==> config.mk <==
export PLATFORM = sky130hd
export DESIGN_NAME = tlv_frame_deframer
export DESIGN_NICKNAME = d
export VERILOG_FILES = /design/src/hw/rtl/tlvd_pkg.sv /design/src/hw/rtl/tlv_frame_deframer.sv
export SDC_FILE = /design/constraint.sdc
export NUM_CORES = 1
export LEC_CHECK = 0
export BUFFER_PORTS_ARGS = -buffer_cell sky130_fd_sc_hd__buf_2
export CAP_MARGIN = 20
export CORE_UTILIZATION = 47
export DETAILED_ROUTE_END_ITERATION = 16
export GPL_TIMING_DRIVEN = 0
export PLACE_DENSITY = 0.62
export SETUP_SLACK_MARGIN = 0.4
export SLEW_MARGIN = 40
export SYNTH_ARGS = -nofsm -noshare
export SYNTH_HDL_FRONTEND = slang
export SYNTH_SLANG_ARGS = --single-unit
==> constraint.sdc <==
create_clock -name clock -period 3.54 [get_ports clock]
set_clock_uncertainty 0.1 [all_clocks]
set_input_delay 0.177 -clock clock [delete_from_list [all_inputs] [get_ports clock]]
set_output_delay 0.177 -clock clock [all_outputs]
set_load 0.03 [all_outputs]
==> src/hw/rtl/tlvd_pkg.sv <==
`default_nettype none

package tlvd_pkg;

   localparam int unsigned BUF_BYTES = 512;
   localparam int unsigned CountWidth = 17;
   localparam int unsigned LenWidth = 16;

   localparam logic [1:0] KIND_PAYLOAD = 2'd0;
   localparam logic [1:0] KIND_EMPTY   = 2'd1;
   localparam logic [1:0] KIND_DROP    = 2'd2;

   localparam logic [CountWidth-1:0] BUF_LIMIT = CountWidth'(BUF_BYTES);

   typedef enum logic [3:0] {
      PH_TYPE    = 4'b0001,
      PH_LEN_LO  = 4'b0010,
      PH_LEN_HI  = 4'b0100,
      PH_PAYLOAD = 4'b1000
   } phase_type;

   typedef struct packed {
      logic [7:0] rx_byte;
      logic       chunk_end;
   } req_type;

   typedef struct packed {
      logic [7:0] frame_type;
      logic [7:0] data_byte;
      logic [1:0] result_kind;
      logic       frame_last;
   } rsp_type;

endpackage

`default_nettype wire

==> src/hw/rtl/tlv_frame_deframer.sv <==
`default_nettype none

// channel  valid      stall      beat
// -------  ---------  ---------  ----------------------------------------------
// req      req_valid  req_stall  req_data: rx_byte, chunk_end
// rsp      rsp_valid  rsp_stall  rsp_data: frame_type, data_byte, result_kind,
//                                frame_last
//
// one beat per cycle while req_stall is low: a byte is parsed in the cycle it
// is accepted, and its result, if any, is registered in the output register
// or, while a result waits there, in the skid register behind it, which lets
// a byte be taken; req_stall is raised, from a flop, only once the skid is full.
// reset is synchronous and active high and returns the parser to the type
// byte with no discard pending and both result registers empty.
// bytes that give no result are taken even while rsp is stalled, as long as
// the skid has room.

module tlv_frame_deframer
   import tlvd_pkg::*;
(
   input  wire logic    clock,
   input  wire logic    reset,

   input  wire logic    req_valid,
   output      logic    req_stall,
   input  wire req_type req_data,

   output      logic    rsp_valid,
   input  wire logic    rsp_stall,
   output      rsp_type rsp_data
);

   phase_type             phase_ff, phase_in;
   logic [7:0]            held_type_ff, held_type_in;
   logic [7:0]            length_low_ff, length_low_in;
   logic [LenWidth-1:0]   remaining_ff, remaining_in;
   logic [CountWidth-1:0] count_ff, count_in;
   logic                  discard_ff, discard_in;

   logic                  rsp_valid_ff, rsp_valid_in;
   rsp_type               rsp_data_ff, rsp_data_in;
   logic                  skid_valid_ff, skid_valid_in;
   rsp_type               skid_data_ff, skid_data_in;

   logic                  accept;
   logic                  take;
   logic                  emit;
   logic                  done;
   logic                  drop;
   logic [CountWidth-1:0] count_inc;
   logic [LenWidth-1:0]   remaining_dec;
   logic [LenWidth-1:0]   length_full;
   rsp_type               result;

   assign req_stall = skid_valid_ff;
   assign accept    = req_valid && !skid_valid_ff;
   assign take      = rsp_valid_ff && !rsp_stall;
   assign rsp_valid = rsp_valid_ff;
   assign rsp_data  = rsp_data_ff;

   assign count_inc     = count_ff + CountWidth'(1);
   assign remaining_dec = remaining_ff - LenWidth'(1);
   assign length_full   = {req_data.rx_byte, length_low_ff};

   // parser
   always_comb begin
      phase_in     = phase_ff;
      held_type_in = held_type_ff;
      length_low_in = length_low_ff;
      remaining_in = remaining_ff;
      count_in     = count_ff;
      discard_in   = discard_ff;
      emit         = 1'b0;
      done         = 1'b0;
      drop         = 1'b0;
      result.frame_type  = held_type_ff;
      result.data_byte   = 8'd0;
      result.result_kind = KIND_PAYLOAD;
      result.frame_last  = 1'b0;

      if (discard_ff) begin
         if (req_data.chunk_end) begin
            discard_in   = 1'b0;
            phase_in     = PH_TYPE;
            count_in     = '0;
            remaining_in = '0;
         end
      end else begin
         count_in = count_inc;
         unique case (phase_ff)
            PH_TYPE: begin
               held_type_in = req_data.rx_byte;
               phase_in     = PH_LEN_LO;
            end
            PH_LEN_LO: begin
               length_low_in = req_data.rx_byte;
               phase_in      = PH_LEN_HI;
            end
            PH_LEN_HI: begin
               remaining_in = length_full;
               if (length_full == '0) begin
                  emit               = 1'b1;
                  done               = 1'b1;
                  result.result_kind = KIND_EMPTY;
                  result.frame_last  = 1'b1;
               end else begin
                  phase_in = PH_PAYLOAD;
               end
            end
            PH_PAYLOAD: begin
               remaining_in      = remaining_dec;
               emit              = 1'b1;
               done              = (remaining_dec == '0);
               result.data_byte  = req_data.rx_byte;
               result.frame_last = (remaining_dec == '0);
            end
            default: begin
               phase_in = PH_TYPE;
            end
         endcase
         result.frame_type = held_type_in;

         drop = (count_inc > BUF_LIMIT);
         if (drop) begin
            emit               = 1'b1;
            result.data_byte   = 8'd0;
            result.result_kind = KIND_DROP;
            result.frame_last  = 1'b1;
            phase_in           = PH_TYPE;
            remaining_in       = '0;
            count_in           = '0;
            discard_in         = !req_data.chunk_end;
         end else if (done) begin
            phase_in = PH_TYPE;
            count_in = '0;
         end
      end
   end

   // output register and skid
   always_comb begin
      rsp_valid_in  = rsp_valid_ff;
      rsp_data_in   = rsp_data_ff;
      skid_valid_in = skid_valid_ff;
      skid_data_in  = skid_data_ff;
      if (!rsp_valid_ff || take) begin
         if (skid_valid_ff) begin
            rsp_valid_in  = 1'b1;
            rsp_data_in   = skid_data_ff;
            skid_valid_in = 1'b0;
         end else begin
            rsp_valid_in = accept && emit;
            rsp_data_in  = result;
         end
      end else if (accept && emit) begin
         skid_valid_in = 1'b1;
         skid_data_in  = result;
      end
   end

   always_ff @(posedge clock) begin
      if (reset) begin
         phase_ff      <= PH_TYPE;
         held_type_ff  <= 8'd0;
         length_low_ff <= 8'd0;
         remaining_ff  <= '0;
         count_ff      <= '0;
         discard_ff    <= 1'b0;
         rsp_valid_ff  <= 1'b0;
         skid_valid_ff <= 1'b0;
      end else begin
         if (accept) begin
            phase_ff      <= phase_in;
            held_type_ff  <= held_type_in;
            length_low_ff <= length_low_in;
            remaining_ff  <= remaining_in;
            count_ff      <= count_in;
            discard_ff    <= discard_in;
         end
         rsp_valid_ff  <= rsp_valid_in;
         skid_valid_ff <= skid_valid_in;
      end
   end

   always_ff @(posedge clock) begin
      rsp_data_ff  <= rsp_data_in;
      skid_data_ff <= skid_data_in;
   end

   a_skid_behind_output: assert property (@(posedge clock) disable iff (reset)
      skid_valid_ff |-> rsp_valid_ff)
      else $error("skid holds a beat while the output register is empty");

   a_count_within_buffer: assert property (@(posedge clock) disable iff (reset)
      count_ff <= BUF_LIMIT)
      else $error("frame byte count passed the buffer size without a drop");

   a_payload_has_bytes: assert property (@(posedge clock) disable iff (reset)
      (phase_ff == PH_PAYLOAD) |-> (remaining_ff != '0))
      else $error("payload phase with nothing left to take");

   a_discard_restarts: assert property (@(posedge clock) disable iff (reset)
      discard_ff |-> (phase_ff == PH_TYPE && count_ff == '0))
      else $error("discard pending with a frame still in progress");

   a_drop_and_empty_are_last: assert property (@(posedge clock) disable iff (reset)
      (rsp_valid_ff && rsp_data_ff.result_kind != KIND_PAYLOAD)
         |-> (rsp_data_ff.frame_last && rsp_data_ff.data_byte == 8'd0))
      else $error("empty or dropped result not marked last");

endmodule

`default_nettype wire

# Word level (Yosys, flattened, before mapping)
# Cells that the tools add are included.
# classes
addsub	2
n_lt_le_gt_ge	1
eq_ne	7
n_mux	32
n_bitwise	2
reduce_logical	18
# ops
operator	n
two-way mux 17 bit	4
two-way mux 16 bit	3
two-way mux 19 bit	2
logical NOT 16 bit	2
one-hot mux 16 bit (2 select lines)	1
two-way mux 4 bit	5
adder 17 x 1 -> 17 bit, second input constant	1
greater-than comparator 17 x 10 -> 1 bit, second input constant	1
two-way mux 8 bit	2
one-hot mux 4 bit (4 select lines)	1
subtractor 16 x 1 -> 16 bit, second input constant	1
two-way mux 11 bit	1
two-way mux 1 bit	8
one-hot mux 1 bit (2 select lines)	3
AND reduction 2 bit	3
AND reduction 3 bit	2
inequality test 5 bit, second input constant	1
equality test 4 x 1 -> 1 bit, second input constant	1
equality test 4 x 2 -> 1 bit, second input constant	1
equality test 4 x 3 -> 1 bit, second input constant	1
equality test 4 bit, second input constant	1
logical NOT 1 bit	4
two-way mux 2 bit	2
inequality test 4 bit, second input constant	1
other kinds (7)	10
# totals
ff_bits	94
inputBits	13
wordCells	78

# Logic depth before layout (Yosys ltp)
# depth
ltp_word	7
ltp_mapped	13

# Worst setup path before layout
# No wires, ideal clock.
# synth_path
kind	reg-to-reg
start	register count_ff[0]
end	register skid_data_ff[0] in the netlist's numbering, enable pin
arrival_time_ns	2.581
required_time_ns	3.045
setup_slack_ns	0.464
path_stages_with_launch	9
cell_sequence	dfxtp_1 > ha_1 > nand3_1 > nor4_1 > mux2i_1 > o221a_2 > nand3_1 > o21ai_0 > nor2_1
# synth_via
elab_chain_cells	6
# synth_lines
element	line	rtl
start, declared	tlv_frame_deframer.sv:37	logic [CountWidth-1:0] count_ff, count_in;
start signal, assigned	tlv_frame_deframer.sv:177	count_ff <= count_in;
adder 17 x 1 -> 17 bit	tlv_frame_deframer.sv:61	assign count_inc = count_ff + CountWidth'(1);
greater-than comparator 17 x 10 -> 1 bit	tlv_frame_deframer.sv:123	drop = (count_inc > BUF_LIMIT);
two-way mux 1 bit	tlv_frame_deframer.sv:124	if (drop) begin
two-way mux 1 bit	tlv_frame_deframer.sv:81	if (discard_ff) begin
logical AND 1 bit	tlv_frame_deframer.sv:155	end else if (accept && emit) begin
AND reduction 2 bit (no line)	--	
end signal, assigned	tlv_frame_deframer.sv:187	skid_data_ff <= skid_data_in;
end, declared	tlv_frame_deframer.sv:43	rsp_type skid_data_ff, skid_data_in;
# Every way passes these cells.
# A chain may end at the register's enable or synchronous reset.

# Final worst setup path
# layout_path
start	register remaining_ff[0]
end	register count_ff[4]
# layout_via
elab_chain_cells	7
# layout_lines
element	line	rtl
start, declared	tlv_frame_deframer.sv:36	logic [LenWidth-1:0] remaining_ff, remaining_in;
start signal, assigned	tlv_frame_deframer.sv:176	remaining_ff <= remaining_in;
subtractor 16 x 1 -> 16 bit	tlv_frame_deframer.sv:62	assign remaining_dec = remaining_ff - LenWidth'(1);
logical NOT 16 bit	tlv_frame_deframer.sv:113	done = (remaining_dec == '0);
one-hot mux 1 bit (2 select lines)	tlv_frame_deframer.sv:90	unique case (phase_ff)
two-way mux 1 bit	tlv_frame_deframer.sv:81	
two-way mux 17 bit	tlv_frame_deframer.sv:133	end else if (done) begin
two-way mux 17 bit	tlv_frame_deframer.sv:124	
two-way mux 17 bit	tlv_frame_deframer.sv:81	
# Every way passes these cells. The select of a mux whose other input is x is not followed.

==> impl_metrics.py <==
metrics = {
    "worst_hold_path": {
        "min_to": "held_type_ff[1]",
        "min_path_cells": 3,
        "worstHoldStart": "req_data[2]",
        "hold_class": "in2reg",
    },
    "setup_path": {
        "rr_startpoint": "remaining_ff[0]",
        "critPathKind": "reg2reg",
        "slowest_delay_ns": 0.56,
        "r2r-end": "count_ff[4]",
        "cp_max_fo": 10,
        "cp_cell_sequence": "buf_2, inv_1, ha_4, nor3b_2, a21o_1, a2111oi_0, nand4_1, o21a_1, buf_6, nand3_4, buf_6, o211ai_2",
        "r2r_cells": 12,
        "reg2reg_slack_ns": 0.53,
        "crit_required_ns": 3.70,
        "critPathCaptureType": "flop",
        "cp.arrival_ns": 3.17,
        "start_kind": "flop",
        "cp_top_family": "compound AO/OA/AOI/OAI gates",
        "path_common_cell": "buf_6",
        "slowest_stage": "a2111oi_0",
        "worst-path-buf-inv": 4,
    },
    "cts": {
        "clkTransAtPathRegs_ns": 0.11,
        "cts_buffers": 9,
        "root_buffer": "clkbuf_8",
        "htreeDepth": 3,
        "clock_latency_ns": 0.37,
        "cts_tree": "yes",
        "cts_sinks": 94,
        "cts_buffer_depth": 2,
    },
    "place": {
        "dpl_cell_area_um2": 5154,
        "io_buffers": 33,
        "dp_hpwl_um": 8129,
        "place_congestion": 0.8799,
        "pre_cts_ws_ns": 0.2506,
    },
    "floorplan": {
        "die_h_um": 103.1,
        "fp.dieW_um": 103.1,
        "ioPinCount": 34,
        "core.rowCount": 36,
        "dieArea_um2": 10640,
        "initial_core_util": 0.4873,
        "core-area_um2": 9864,
    },
    "timing": {
        "hold_violations": 0,
        "finalSetupTns_ns": 0,
        "finalCriticalPeriod_ns": 3.010,
        "setup_violations": 0,
        "worst_pin_slew_ns": 0.7517,
        "clock.fmax_ghz": 0.3323,
        "finalCritPeriodShare": 0.8502,
        "setup_ws_ns": 0.5305,
        "relSlewSlack": 0.4961,
        "slew_viol_final": 0,
        "rsz0062_at_grt": "no",
    },
    "outcome": {
        "outcome": "complete, no violations",
    },
    "synth": {
        "netlist_area_um2": 4807,
        "yosys_warnings": 0,
        "synth_seq_cells": 94,
        "yosys.cell_types.count": 63,
        "synth_commonest_cells": "dfxtp_1 (56), nor2_1 (55), nand2_1 (42), edfxtp_1 (38), clkbuf_1 (26)",
        "avgSynthCellArea_um2": 9.790,
        "synthTopCellsByArea": "edfxtp_1 (24%), dfxtp_1 (23%), mux2_2 (5.9%), nor2_1 (4.3%), mux2i_1 (4.0%)",
        "synth_nets": 508,
        "async_flop_share": 0,
        "yosysSeqAreaShare": 0.4706,
        "synth-main-ff-cell": "dfxtp_1",
        "synthCells": 491,
        "synth_top_cell_by_area": "edfxtp_1",
        "yosysTopAreaCellShare": 0.2374,
        "yosysMostFrequentCell": "dfxtp_1",
        "synth_edf_count": 38,
    },
    "global_routing": {
        "grt_max_degree": 23,
        "grt_pass1_wl_um": 18310,
        "grt_pass1_vias": 3557,
        "grt-ovfl-total": 0,
        "antenna_found_initial": 0,
        "grt_util_all_layers": 0.2264,
    },
    "finish": {
        "num_antenna_cells": 0,
        "utilization": 0.5570,
        "syn_to_final_growth_pct": 14.29,
        "drive_gt1_frac": 0.2220,
        "layout.nets": 557,
        "final_cell_area_um2": 5494,
    },
    "power_and_ir_drop": {
        "irDropWorstVdd_uv": 240.7,
        "total_power_w": 0.002097,
        "leakage_nw": 2.250,
        "p_sw_w": 0.0005827,
        "p_seq_frac": 0.558,
        "clkPwrFrac": 0.345,
        "p_sw_frac": 0.2779,
        "power.density_nw_per_um2": 381.7,
        "comb_power_share": 0.096,
        "p_int_w": 0.001514,
    },
    "drt": {
        "initialDrtViolationCount": 259,
        "routedWlPerCell_um": 17.15,
        "drcViolationCount": 0,
        "drtPass1Iterations": 6,
        "ant_nets": 0,
        "drt_wl_total_um": 11630,
        "avgViaCountPerCell": 5.844,
        "via_count": 3962,
    },
    "job": {
        "cap_violations": 0,
    },
}
area by class of cell:
type,instances,area (um^2)
fillers,884,4370
flip-flops and latches,94,2265
clock inverters,7,78.83
plain buffers,34,158.9
well taps,133,166.4
multi-input cells,357,2461
repair buffers,38,217.7
inverters,6,22.52
clock buffers,9,123.9
kinds of logic after synthesis:
| logic type | count (synthesis) | share of synthesized area |
|---|---|---|
| buffers and inverters | 40 | 0.03644 |
| adder cells (fa/ha/maj) | 4 | 0.01041 |
| multiplexers | 44 | 0.09813 |
| XOR/XNOR | 14 | 0.02551 |
| AND/OR/NAND/NOR | 196 | 0.2124 |
| AO/OA/AOI/OAI | 99 | 0.1465 |
| flip-flops | 94 | 0.4706 |
sequential cells by signal (all words and copies together) (netlist names):
register	count
rsp_data	19
skid_data_ff	19
count_ff	17
remaining_ff	16
held_type_ff	8
length_low_ff	8
phase_ff	4
discard_ff	1
req_stall	1
rsp_valid	1
worst min-delay path, stage by stage:
cell and delay (ns):
buf_2 0.15, mux2i_1 0.09, nor2_1 0.07
power by group through the flow:
stage          combinational, W  clock (W)  sequential (W)
2_1_floorplan          0.000109          0         0.00122
3_3_place_gp           0.000196          0         0.00119
3_5_place_dp           0.000199          0         0.00119
4_1_cts                0.000201   0.000739         0.00117
5_1_grt                0.000219   0.000782         0.00118
6_report               0.000202   0.000724         0.00117
worst max-delay path by stage:
| stage | startpoint | end | slack, ns | cells past startpoint |
|---|---|---|---|---|
| after global routing | count_ff[5] | remaining_ff[2] | 0.40 | 11 |
| after CTS | count_ff[0] | remaining_ff[2] | 0.41 | 10 |
| after floorplan | count_ff[0] | skid_data_ff[0] | 0.46 | 8 |
| final | remaining_ff[0] | count_ff[4] | 0.53 | 12 |
| after detailed placement | count_ff[0] | remaining_ff[11] | 0.25 | 10 |
| after global placement | count_ff[0] | skid_data_ff[14] | -0.25 | 8 |
layout by cell type, fill, tap and decap left out, types with 5 or more instances in the layout:
cell type  instances
edfxtp_1          38
nand3_1           12
o31ai_1            6
buf_2             36
xor2_1             5
nand2_1           41
xnor2_1            9
a31oi_1            6
clkbuf_1          23
a311oi_1           7
nor3_1             8
a22o_1             5
nor2_1            54
a21oi_1           18
o21ai_0           10
clkbuf_8           9
dfxtp_1           54
o21a_1             6
nor4_1             7
and3_1            19
o21ai_1            6
mux2i_1           19
inv_1              6
nand4_1           12
mux2_2            25
a211oi_1           7
layer usage:
metal  vias to the layer above  global-route usage  part of all wire
met5                         -                   0                 0
met4                         0             0.06176            0.0065
met3                         8             0.03661             0.041
met2                       114              0.3595              0.46
met1                      1892              0.3195              0.49
li1                       1948                   -                 -
through the flow:
| step | hold slack [ns] | std cells |
|---|---|---|
| CTS | 0.04124 | 675 |
| global route | 0.04538 | 678 |
| floorplan | 0.1888 | 491 |
| global placement | 0.3304 | 657 |
| detailed placement | 0.3352 | 657 |
| finish | 0.04405 | 678 |
timing repair:
action / 4_1_cts / 5_1_grt
endpoints found under the setup margin: 48 / 56
pin swaps: 1 / 4
setup buffers: 1 / 3
hold endpoints to repair: 1 / 0
resized for setup: 5 / 18
hold buffers: 1 / 0
Note: power is estimated with default switching activity, not from simulation.
